File: config.mk
export PLATFORM = sky130hd
export DESIGN_NAME = bresenham_line_stepper_flat
export DESIGN_NICKNAME = d
export VERILOG_FILES = /design/src/design/bls_pkg.sv /design/src/design/bls_in_if.sv /design/src/design/bls_out_if.sv /design/src/design/bls_core.sv /design/src/design/bresenham_line_stepper.sv /design/src/flat_wrapper.sv
export SDC_FILE = /design/constraint.sdc
export NUM_CORES = 1
export LEC_CHECK = 0
export BUFFER_PORTS_ARGS = -buffer_cell sky130_fd_sc_hd__buf_2
export CORE_ASPECT_RATIO = 1.2
export CORE_MARGIN = 10
export CORE_UTILIZATION = 40
export CTS_CLUSTER_DIAMETER = 60
export DETAILED_ROUTE_END_ITERATION = 12
export PLACE_DENSITY_LB_ADDON = 0.15
export SETUP_SLACK_MARGIN = 0.15
export SYNTH_ARGS = -nofsm -noshare
export SYNTH_HDL_FRONTEND = slang
export SYNTH_SLANG_ARGS = --single-unit
File: constraint.sdc
create_clock -name clk -period 6.47 [get_ports clk]
set_input_delay 1.294 -clock clk [delete_from_list [all_inputs] [get_ports clk]]
set_output_delay 1.294 -clock clk [all_outputs]
set_load 0.05 [all_outputs]
File: src/design/bls_pkg.sv
`timescale 1ns / 1ps

package bls_pkg;

	// default geometry
	localparam int COORD_BITS_DEF = 16;
	localparam int CANVAS_DEF     = 1024;

	// action codes of an input word
	localparam logic ACT_LOAD    = 1'b0;
	localparam logic ACT_ADVANCE = 1'b1;

	// direction of the minor axis step
	typedef enum logic [1:0] {
		MINOR_NONE = 2'd0,
		MINOR_POS  = 2'd1,
		MINOR_NEG  = 2'd2
	} minor_dir_t;

	// per-pixel flags handed from the stepper to the output register
	typedef struct packed {
		logic visible;
		logic last;
	} pix_flags_t;

endpackage

File: src/design/bls_in_if.sv
`timescale 1ns / 1ps

interface bls_in_if #(
	parameter int COORD_BITS = 16
);
	logic                         valid;
	logic                         ready;
	logic                         action;
	logic signed [COORD_BITS-1:0] start_x;
	logic signed [COORD_BITS-1:0] start_y;
	logic signed [COORD_BITS-1:0] end_x;
	logic signed [COORD_BITS-1:0] end_y;

	modport source (
		output valid, action, start_x, start_y, end_x, end_y,
		input  ready
	);

	modport sink (
		input  valid, action, start_x, start_y, end_x, end_y,
		output ready
	);
endinterface

File: src/design/bls_out_if.sv
`timescale 1ns / 1ps

interface bls_out_if #(
	parameter int COORD_BITS = 16
);
	logic                         valid;
	logic                         ready;
	logic signed [COORD_BITS-1:0] pixel_x;
	logic signed [COORD_BITS-1:0] pixel_y;
	logic                         visible;
	logic                         last;

	modport source (
		output valid, pixel_x, pixel_y, visible, last,
		input  ready
	);

	modport sink (
		input  valid, pixel_x, pixel_y, visible, last,
		output ready
	);
endinterface

File: src/design/bls_core.sv
`timescale 1ns / 1ps

module bls_core
	import bls_pkg::*;
#(
	parameter int COORD_BITS = COORD_BITS_DEF,
	parameter int CANVAS     = CANVAS_DEF
) (
	input  logic                  clk,
	input  logic                  arst_n,
	input  logic                  en,
	input  logic                  action,
	input  logic [COORD_BITS-1:0] start_x,
	input  logic [COORD_BITS-1:0] start_y,
	input  logic [COORD_BITS-1:0] end_x,
	input  logic [COORD_BITS-1:0] end_y,
	output logic                  emit,
	output logic [COORD_BITS-1:0] pixel_x,
	output logic [COORD_BITS-1:0] pixel_y,
	output pix_flags_t            flags
);

	localparam int MW = COORD_BITS + 1;
	localparam int EW = COORD_BITS + 2;
	localparam logic [32:0] CANVAS_LIM = 33'(CANVAS);

	logic [COORD_BITS-1:0] cur_x_q;
	logic [COORD_BITS-1:0] cur_y_q;
	logic [EW-1:0]         err_q;
	logic [MW-1:0]         left_q;
	logic [MW-1:0]         major_q;
	logic [MW-1:0]         minor_q;
	logic                  major_is_x_q;
	logic                  major_neg_q;
	minor_dir_t            minor_dir_q;
	logic                  busy_q;

	logic [MW-1:0]         dx;
	logic [MW-1:0]         dy;
	logic [MW-1:0]         ax;
	logic [MW-1:0]         ay;
	logic                  ld_major_is_x;
	logic [MW-1:0]         ld_major;
	logic [MW-1:0]         ld_minor;
	logic                  ld_major_neg;
	logic [MW-1:0]         ld_minor_delta;
	minor_dir_t            ld_minor_dir;

	logic                  take_minor;
	logic [COORD_BITS-1:0] major_step;
	logic [COORD_BITS-1:0] minor_step;
	logic [COORD_BITS-1:0] nx_x;
	logic [COORD_BITS-1:0] nx_y;
	logic [EW-1:0]         nx_err;
	logic [MW-1:0]         nx_left;

	// endpoint deltas and their magnitudes
	always_comb begin
		dx = {end_x[COORD_BITS-1], end_x} - {start_x[COORD_BITS-1], start_x};
		dy = {end_y[COORD_BITS-1], end_y} - {start_y[COORD_BITS-1], start_y};
		ax = dx[MW-1] ? (~dx + 1'b1) : dx;
		ay = dy[MW-1] ? (~dy + 1'b1) : dy;
	end

	// driving axis, tie goes to y
	always_comb begin
		ld_major_is_x = ax > ay;
		if (ld_major_is_x) begin
			ld_major       = ax;
			ld_minor       = ay;
			ld_major_neg   = dx[MW-1];
			ld_minor_delta = dy;
		end else begin
			ld_major       = ay;
			ld_minor       = ax;
			ld_major_neg   = dy[MW-1];
			ld_minor_delta = dx;
		end
		if (ld_minor_delta == '0) begin
			ld_minor_dir = MINOR_NONE;
		end else if (ld_minor_delta[MW-1]) begin
			ld_minor_dir = MINOR_NEG;
		end else begin
			ld_minor_dir = MINOR_POS;
		end
	end

	// pixel out of the current position
	always_comb begin
		emit          = (action == ACT_ADVANCE) && busy_q;
		pixel_x       = cur_x_q;
		pixel_y       = cur_y_q;
		flags.visible = !cur_x_q[COORD_BITS-1] && !cur_y_q[COORD_BITS-1] &&
				(33'(cur_x_q) < CANVAS_LIM) && (33'(cur_y_q) < CANVAS_LIM);
		flags.last    = (left_q == MW'(1));
	end

	// one bresenham step
	always_comb begin
		take_minor = !err_q[EW-1];
		major_step = major_neg_q ? '1 : COORD_BITS'(1);
		unique case (minor_dir_q)
			MINOR_POS: minor_step = COORD_BITS'(1);
			MINOR_NEG: minor_step = '1;
			default:   minor_step = '0;
		endcase
		nx_x = cur_x_q;
		nx_y = cur_y_q;
		if (major_is_x_q) begin
			nx_x = cur_x_q + major_step;
			if (take_minor) begin
				nx_y = cur_y_q + minor_step;
			end
		end else begin
			nx_y = cur_y_q + major_step;
			if (take_minor) begin
				nx_x = cur_x_q + minor_step;
			end
		end
		nx_err  = err_q + {1'b0, minor_q} - (take_minor ? {1'b0, major_q} : '0);
		nx_left = left_q - 1'b1;
	end

	// line state
	always_ff @(posedge clk or negedge arst_n) begin
		if (!arst_n) begin
			cur_x_q      <= '0;
			cur_y_q      <= '0;
			err_q        <= '0;
			left_q       <= '0;
			major_q      <= '0;
			minor_q      <= '0;
			major_is_x_q <= 1'b0;
			major_neg_q  <= 1'b0;
			minor_dir_q  <= MINOR_NONE;
			busy_q       <= 1'b0;
		end else if (en) begin
			if (action == ACT_LOAD) begin
				cur_x_q      <= start_x;
				cur_y_q      <= start_y;
				err_q        <= {1'b0, ld_minor} - {1'b0, ld_major};
				left_q       <= ld_major + 1'b1;
				major_q      <= ld_major;
				minor_q      <= ld_minor;
				major_is_x_q <= ld_major_is_x;
				major_neg_q  <= ld_major_neg;
				minor_dir_q  <= ld_minor_dir;
				busy_q       <= 1'b1;
			end else if (busy_q) begin
				cur_x_q <= nx_x;
				cur_y_q <= nx_y;
				err_q   <= nx_err;
				left_q  <= nx_left;
				busy_q  <= (nx_left != '0);
			end
		end
	end

endmodule

File: src/design/bresenham_line_stepper.sv
`timescale 1ns / 1ps

// Line rasterizer with a valid/ready word channel in (req) and out (rsp).
// A req word with action load latches two signed endpoints and produces
// no rsp word. Each req word with action advance, while a line is open,
// produces one rsp word: the current pixel, a visible flag for the square
// canvas [0, CANVAS) on both axes, and last on the final pixel. The line
// runs from start to end inclusive, major length plus one pixels. An
// advance with no open line is dropped; a load mid-line restarts at once.
// A pixel goes from the input register, through the stepping logic, into
// the output register, which drives rsp. Throughput: one req word per
// cycle while rsp does not stall, set by the single stepping stage whose
// add, compare and increment update the line state for each word taken.
// The output register takes a new pixel in the cycle the old one leaves.
// When rsp stalls, the pixel waits in the output register, an advance
// word that would produce a pixel waits in the input register, and
// req.ready drops until rsp moves on; words that make no pixel pass on.
// Reset clears the line state (no open line) and empties both registers.

module bresenham_line_stepper
	import bls_pkg::*;
#(
	parameter int CANVAS     = CANVAS_DEF,
	parameter int COORD_BITS = COORD_BITS_DEF
) (
	input  logic      clk,
	input  logic      arst_n,
	bls_in_if.sink    req,
	bls_out_if.source rsp
);

	logic                  valid_s1;
	logic                  action_s1;
	logic [COORD_BITS-1:0] start_x_s1;
	logic [COORD_BITS-1:0] start_y_s1;
	logic [COORD_BITS-1:0] end_x_s1;
	logic [COORD_BITS-1:0] end_y_s1;

	logic                  out_valid_q;
	logic [COORD_BITS-1:0] pixel_x_q;
	logic [COORD_BITS-1:0] pixel_y_q;
	pix_flags_t            flags_q;

	logic                  emit;
	logic                  out_free;
	logic                  proceed;
	logic [COORD_BITS-1:0] pixel_x;
	logic [COORD_BITS-1:0] pixel_y;
	pix_flags_t            flags;

	// flow control
	assign out_free  = !out_valid_q || rsp.ready;
	assign proceed   = valid_s1 && (!emit || out_free);
	assign req.ready = !valid_s1 || proceed;

	// input register
	always_ff @(posedge clk or negedge arst_n) begin
		if (!arst_n) begin
			valid_s1 <= 1'b0;
		end else if (req.ready) begin
			valid_s1 <= req.valid;
		end
	end

	always_ff @(posedge clk) begin
		if (req.valid && req.ready) begin
			action_s1  <= req.action;
			start_x_s1 <= req.start_x;
			start_y_s1 <= req.start_y;
			end_x_s1   <= req.end_x;
			end_y_s1   <= req.end_y;
		end
	end

	bls_core #(
		.COORD_BITS (COORD_BITS),
		.CANVAS     (CANVAS)
	) u_core (
		.clk     (clk),
		.arst_n  (arst_n),
		.en      (proceed),
		.action  (action_s1),
		.start_x (start_x_s1),
		.start_y (start_y_s1),
		.end_x   (end_x_s1),
		.end_y   (end_y_s1),
		.emit    (emit),
		.pixel_x (pixel_x),
		.pixel_y (pixel_y),
		.flags   (flags)
	);

	// output register
	always_ff @(posedge clk or negedge arst_n) begin
		if (!arst_n) begin
			out_valid_q <= 1'b0;
		end else if (proceed && emit) begin
			out_valid_q <= 1'b1;
		end else if (rsp.ready) begin
			out_valid_q <= 1'b0;
		end
	end

	always_ff @(posedge clk) begin
		if (proceed && emit) begin
			pixel_x_q <= pixel_x;
			pixel_y_q <= pixel_y;
			flags_q   <= flags;
		end
	end

	assign rsp.valid   = out_valid_q;
	assign rsp.pixel_x = pixel_x_q;
	assign rsp.pixel_y = pixel_y_q;
	assign rsp.visible = flags_q.visible;
	assign rsp.last    = flags_q.last;

endmodule

File: src/flat_wrapper.sv
// flat-port wrapper written by rule: the top's interface ports become plain ports
module bresenham_line_stepper_flat import bls_pkg::*;
#(
	parameter int CANVAS     = CANVAS_DEF,
	parameter int COORD_BITS = COORD_BITS_DEF
)
  (clk, arst_n, req_valid, req_action, req_start_x, req_start_y, req_end_x, req_end_y, req_ready, rsp_valid, rsp_pixel_x, rsp_pixel_y, rsp_visible, rsp_last, rsp_ready);
  bls_in_if #(.COORD_BITS(COORD_BITS)) req_i ();
  bls_out_if #(.COORD_BITS(COORD_BITS)) rsp_i ();
  input  logic clk;
  input  logic arst_n;
  input wire logic [$bits(req_i.valid)-1:0] req_valid;
  input wire logic [$bits(req_i.action)-1:0] req_action;
  input wire logic [$bits(req_i.start_x)-1:0] req_start_x;
  input wire logic [$bits(req_i.start_y)-1:0] req_start_y;
  input wire logic [$bits(req_i.end_x)-1:0] req_end_x;
  input wire logic [$bits(req_i.end_y)-1:0] req_end_y;
  output wire logic [$bits(req_i.ready)-1:0] req_ready;
  output wire logic [$bits(rsp_i.valid)-1:0] rsp_valid;
  output wire logic [$bits(rsp_i.pixel_x)-1:0] rsp_pixel_x;
  output wire logic [$bits(rsp_i.pixel_y)-1:0] rsp_pixel_y;
  output wire logic [$bits(rsp_i.visible)-1:0] rsp_visible;
  output wire logic [$bits(rsp_i.last)-1:0] rsp_last;
  input wire logic [$bits(rsp_i.ready)-1:0] rsp_ready;
  assign req_i.valid = req_valid;
  assign req_i.action = req_action;
  assign req_i.start_x = req_start_x;
  assign req_i.start_y = req_start_y;
  assign req_i.end_x = req_end_x;
  assign req_i.end_y = req_end_y;
  assign req_ready = req_i.ready;
  assign rsp_valid = rsp_i.valid;
  assign rsp_pixel_x = rsp_i.pixel_x;
  assign rsp_pixel_y = rsp_i.pixel_y;
  assign rsp_visible = rsp_i.visible;
  assign rsp_last = rsp_i.last;
  assign rsp_i.ready = rsp_ready;
  bresenham_line_stepper #(.CANVAS(CANVAS), .COORD_BITS(COORD_BITS)) u_core (.clk(clk), .arst_n(arst_n), .req(req_i), .rsp(rsp_i));
endmodule
==> impl_metrics.json, run 1 <==
{
  "ys_seq_elements": 207,
  "finClkSkew_ns": 0.0135,
  "insertion_delay_ns": 0.55,
  "fin_crit_ns": 6.08,
  "hold_violations": 0,
  "synth_xor_area_frac": 0.0696,
  "avgSynthCellArea_um2": 8.90,
  "grtUsageMet1": 0.237,
  "final_area_um2": 18400,
  "synth_fa_ha_area_frac": 0.111,
  "post_synth_num_cell_types": 97,
  "dieArea_um2": 47000,
  "crit_slowest_cell": "or3_4",
  "regArea_um2": 5680,
  "hold_class": "flip-flop to flip-flop",
  "use_met2": 0.312,
  "viasPerCell": 5.44,
  "area_growth_pct": 19.1,
  "die_h_um": 235,
  "grt_pass1_vias": 12916,
  "worst_setup_path_end_kind": "flip-flop",
  "initial_core_util": 0.407,
  "final_core_util": 0.484,
  "gr-usage-all-layers": 0.186,
  "diodes": 0,
  "post-place-ws_ns": -0.0647,
  "core_um2": 38100,
  "overflow": 0,
  "grt_setup_unrepaired": "true",
  "multi_input_area_um2": 9440,
  "final_max_slew_viol_count": 0,
  "cts_buffers": 24,
  "synth_most_common_cell": "nand2_1",
  "die_width_um": 200,
  "num_vias": 13054,
  "dpl-instance-area_um2": 16800,
  "syn_inst": 1739,
  "top_usage_layer": "met2",
  "cpPeakStageDelay_ns": 0.42,
  "setup-violations-final": 0,
  "grt_pass1_wl_mm": 70.5,
  "final_antenna_net_count": 0,
  "slew_headroom": 0.286,
  "synth_compound_area_frac": 0.204,
  "layout-drive-gt1-share": 0.200,
  "synth_area_um2": 15500,
  "dp_hpwl_mm": 33.2,
  "layout.nets": 2094,
  "dr.pass1.iters": 4,
  "cp.required_ns": 6.86,
  "maxCapViolations": 0,
  "synth_top_family_by_area": "compound AO/OA/AOI/OAI gates",
  "clockBufferDepth": 3,
  "clk_pin_slew_ns": 0.06,
  "finalWorstSetupSlack_ns": 0.387,
  "ys_async_sr_fraction": 0.522,
  "postCtsHoldBufs": 0,
  "cts.sinks": 207,
  "leakagePower_uw": 0.00808,
  "dr.first_iter.drc_count": 733,
  "yosys_warnings": 0,
  "crit_fanout": 6,
  "synthMuxAreaShare": 0.0230,
  "synth-simple-area-share": 0.163,
  "cp_data_arrival_time_ns": 6.48,
  "period_share": 0.940,
  "synth_edf_count": 99,
  "worst_setup_path_start_kind": "flip-flop",
  "num-fill-cells": 3698,
  "cts_tree": "built",
  "ys_top_cells_by_area": "edfxtp_1 19%, dfrtp_1 17%, ha_1 8.4%",
  "grt_util_met3": 0.0271,
  "synth_largest_area_cell": "edfxtp_1",
  "htreeDepth": 1,
  "yosysTopAreaCellShare": 0.192,
  "gp_congestion": 0.927,
  "clockRootBuffer": "clkbuf_16",
  "portBuffers": 104,
  "tightest_slew_ns": 1.07,
  "drc": 0,
  "pin_count": 105,
  "power_density_nw_per_um2": 557,
  "wirelength_mm": 44.7,
  "crit_type": "flip-flop to flip-flop",
  "wl_per_cell_um": 18.6,
  "syn-num-nets": 1933,
  "synthFlopType": "dfrtp_1",
  "status": "complete, no violations",
  "max_freq_mhz": 164,
  "antenna_found_initial": 0,
  "synth_common_cells": "192 x nand2_1, 150 x inv_1, 146 x nor2_1, 131 x a21oi_1, 131 x o21ai_0",
  "ir_drop_mv": 0.237,
  "rows": 78,
  "grt_max_degree": 66,
  "ys_seq_area_frac": 0.367
}
==> stage by stage <==
step / TNS [ns] / cells / hold WS (ns) / total power, uW
4_1_cts: 0 / 2377 / 0.470 / 10000
5_1_grt: 0 / 2398 / 0.486 / 11200
6_report: 0 / 2398 / 0.468 / 10300
3_3_place_gp: 0 / 2321 / 0.452 / 8380
3_5_place_dp: -0.108 / 2321 / 0.454 / 8480
2_1_floorplan: 0 / 1739 / 0.438 / 6790
==> metal layers <==
metal  wire (um)  part of all wire  up-vias
met4        1570             0.035        0
met5           0                 0        -
met2       21600              0.48      243
li1            -                 -     6488
met3        1810             0.041       69
met1       19700              0.44     6254
==> cells by family after synthesis <==
kind of cell | count (synthesis)
simple gates | 542
compound gates | 484
buf+inv | 225
flops | 207
fa+ha+maj | 125
xor+xnor | 123
mux | 33
==> registers in the layout, summed over array words and instances, names as in the netlist, 2 cells and up <==
name,flops
u_core.rsp.pixel_x,16
u_core.u_core.major_q,17
u_core.u_core.minor_dir_q,2
u_core.end_y_s1,16
u_core.end_x_s1,16
u_core.u_core.pixel_x,16
u_core.u_core.minor_q,17
u_core.u_core.left_q,17
u_core.start_x_s1,16
u_core.rsp.pixel_y,16
u_core.u_core.err_q,18
u_core.start_y_s1,16
u_core.u_core.pixel_y,16
==> repair_timing <==
item / 4_1_cts / 5_1_grt
pin swaps: 12 / 49
hold endpoints to repair: 0 / 0
setup buffers: 12 / 21
setup endpoints to repair: 11 / 26
gates cloned: 0 / 0
gates resized for setup: 13 / 104
==> worst paths after layout <==
check / startpoint / end / slack (ns) / depth (start not counted)
worst min register to register: u_core.u_core.major_q[10] / u_core.u_core.major_q[10] / 0.47 / 2
worst min-delay path: u_core.u_core.major_q[10] / u_core.u_core.major_q[10] / 0.47 / 2
min in group asynchronous: arst_n / u_core.u_core.err_q[4] / 0.64 / 1
worst max-delay path: u_core.start_x_s1[2] / u_core.u_core.err_q[14] / 0.39 / 28
worst max register to register: u_core.start_x_s1[2] / u_core.u_core.err_q[14] / 0.39 / 28
max in group asynchronous: arst_n / u_core.rsp.valid / 4.81 / 2
==> worst max-delay path, delay by kind of cell, from the launching register on <==
| family | cells | cell delay [ns] |
|---|---|---|
| AO/OA/AOI/OAI | 12 | 2.17 |
| XOR/XNOR | 2 | 0.44 |
| adder cells (fa/ha/maj) | 3 | 0.83 |
| buffers and inverters | 3 | 0.38 |
| flip-flops | 1 | 0.36 |
| AND/OR/NAND/NOR | 8 | 1.73 |
==> cells in the final DEF, fill, tap and decap left out, types with 30 or more instances in the layout <==
| cell | n |
|---|---|
| buf_4 | 103 |
| nand2_1 | 190 |
| edfxtp_1 | 99 |
| xnor2_1 | 72 |
| dfrtp_1 | 108 |
| ha_1 | 89 |
| xor2_1 | 37 |
| buf_2 | 103 |
| nor2_1 | 140 |
| nand3_1 | 30 |
| a21o_1 | 30 |
| a21oi_1 | 123 |
| o21ai_0 | 124 |
| inv_1 | 148 |
==> power breakdown <==
part / switching (uW) / internal (uW)
clock network: 574 / 822
registers: 298 / 1800
logic: 3920 / 2840
==> layout make-up <==
| cell class | instances | share of cell area |
|---|---|---|
| clock buffer | 32 | 0.0370 |
| clock inverter | 12 | 0.00659 |
| inverter | 150 | 0.0306 |
| multi-input combinational | 1307 | 0.512 |
| sequential | 207 | 0.308 |
| tap | 480 | 0.0326 |
| timing repair buffer | 210 | 0.0726 |
Power figures use the tool's default switching activity.
==> inputs of run 2 (changes only) <==
Settings changed: GPL_ROUTABILITY_DRIVEN set to 0, MAX_ROUTING_LAYER set to met4, SETUP_SLACK_MARGIN 0.15 to 0.5.
==> run 2 against run 1 <==
  * Clock power barely moved
  * Worst setup slack got worse by 0.28 ns
  * Die area did not move
  * Critical path depth rose by 2
  * Final area rose by 3.9%
  * Clock skew rose by 0.0029 ns
  * Via count rose by 2.2%
  * Critical endpoint is now u_core.u_core.err_q[9]
  * Largest cell class unchanged
==> impl_metrics.json, run 2 (synthesized netlist as in run 1, its figures left out) <==
{
  "status": "complete, no violations",
  "final_antenna_net_count": 0,
  "htreeDepth": 1,
  "clockRootBuffer": "clkbuf_16",
  "clk_pin_slew_ns": 0.06,
  "layout_commonest_cell": "nand2_1",
  "portBuffers": 104,
  "layout-drive-gt1-share": 0.235,
  "maxCapViolations": 0,
  "overflow": 0,
  "crit_slowest_cell": "a2111oi_1",
  "worst_setup_path_end_kind": "flip-flop",
  "period_share": 0.983,
  "num_vias": 13340,
  "max_freq_mhz": 157,
  "leakagePower_uw": 0.00838,
  "fin_crit_ns": 6.36,
  "grt_pass1_wl_mm": 70.8,
  "worst_setup_path_start_kind": "flip-flop",
  "largest_reg_flops": 18,
  "tightest_slew_ns": 1.10,
  "hold_violations": 0,
  "clockBufferDepth": 3,
  "cpPeakStageDelay_ns": 0.56,
  "viasPerCell": 5.49,
  "ir_drop_mv": 0.295,
  "crit_type": "flip-flop to flip-flop",
  "wl_per_cell_um": 18.7,
  "crit_top_cell": "buf_4",
  "diodes": 0,
  "finClkSkew_ns": 0.0165,
  "grt_pass1_vias": 13351,
  "final_max_slew_viol_count": 0,
  "pin_count": 105,
  "area_growth_pct": 23.7,
  "drc": 0,
  "antenna_found_initial": 0,
  "dp_hpwl_mm": 32.2,
  "gr-usage-all-layers": 0.191,
  "initial_core_util": 0.407,
  "grt_max_degree": 66,
  "regMostFlops": "u_core.u_core.err_q",
  "cts_buffers": 26,
  "power.total_uw": 10900,
  "dr.pass1.iters": 6,
  "cp_data_arrival_time_ns": 6.83,
  "tns_ns": 0,
  "hold_class": "flip-flop to flip-flop",
  "core_um2": 38100,
  "dpl-instance-area_um2": 16900,
  "crit_fanout": 6,
  "setup-violations-final": 0,
  "final_cell_mix": "186 x nand2_1, 145 x inv_1, 136 x nor2_1",
  "dieArea_um2": 47000,
  "cts_tree": "built",
  "final_core_util": 0.503,
  "grt_setup_unrepaired": "true",
  "dr.first_iter.drc_count": 748,
  "cts.sinks": 207,
  "die_h_um": 235,
  "insertion_delay_ns": 0.56,
  "fin_hold_ws_ns": 0.466,
  "power_density_nw_per_um2": 569,
  "wirelength_mm": 45.5,
  "slew_headroom": 0.268,
  "layout.nets": 2127,
  "final_area_um2": 19100,
  "postCtsHoldBufs": 0,
  "cp.required_ns": 6.94,
  "rows": 78,
  "die_width_um": 200
}
run 2: per-layer routing:
metal / wire length (um) / up-vias / track usage
met5: 0 / - / -
met4: 1420 / 0 / 0.0619
met3: 1800 / 88 / 0.0249
met2: 21900 / 285 / 0.313
met1: 20400 / 6421 / 0.239
li1: - / 6546 / -
run 2: repair_timing:
| action | CTS | global route |
|---|---|---|
| cloned | 0 | 3 |
| setup endpoints to repair | 24 | 29 |
| setup buffers | 28 | 35 |
| gates resized for setup | 51 | 136 |
| pin swaps | 31 | 74 |
run 2: cell type report:
class                      instances  area (um2)
clock buffer                      34         702
clock inverter                    13         109
fill                            3567       18900
inverter                         150         563
multi-input combinational       1307        9810
sequential                       207        5680
tap                              480         601
timing repair buffer             241        1690
run 2: metrics by stage:
step	instances	setup WS [ns]
floorplan	1739	0.502
global placement	2319	0.173
detailed placement	2319	-0.0243
CTS	2394	0.180
global route	2432	-0.204
finish	2432	0.108
run 2: report_power, final:
group	internal, uW	leakage, uW	switching (uW)
sequential	1800	0.00226	291
combinational	3290	0.00573	4110
clock	808	0.000388	595
total	5900	0.00838	5000
run 2: final timing paths:
path	from	endpoint	slack [ns]	cells past startpoint
setup reg to reg	u_core.start_x_s1[1]	u_core.u_core.err_q[9]	0.11	30
hold / removal	u_core.u_core.major_q[16]	u_core.u_core.major_q[16]	0.47	2
max in group asynchronous	arst_n	u_core.u_core.pixel_y[12]	4.26	2
hold reg to reg	u_core.u_core.major_q[16]	u_core.u_core.major_q[16]	0.47	2
min in group asynchronous	arst_n	u_core.u_core.minor_q[1]	0.80	1
setup / recovery	u_core.start_x_s1[1]	u_core.u_core.err_q[9]	0.11	30
run 2: worst max-delay path: cells and delay by family (launching register included):
| family | cells | cell delay, ns |
|---|---|---|
| xor gates and xnor gates | 2 | 0.27 |
| adders and majority gates | 2 | 0.76 |
| DFF | 1 | 0.42 |
| AOI/OAI and AO/OA | 11 | 2.25 |
| buffers and inverters | 9 | 1.28 |
| and+or+nand+nor | 6 | 1.26 |
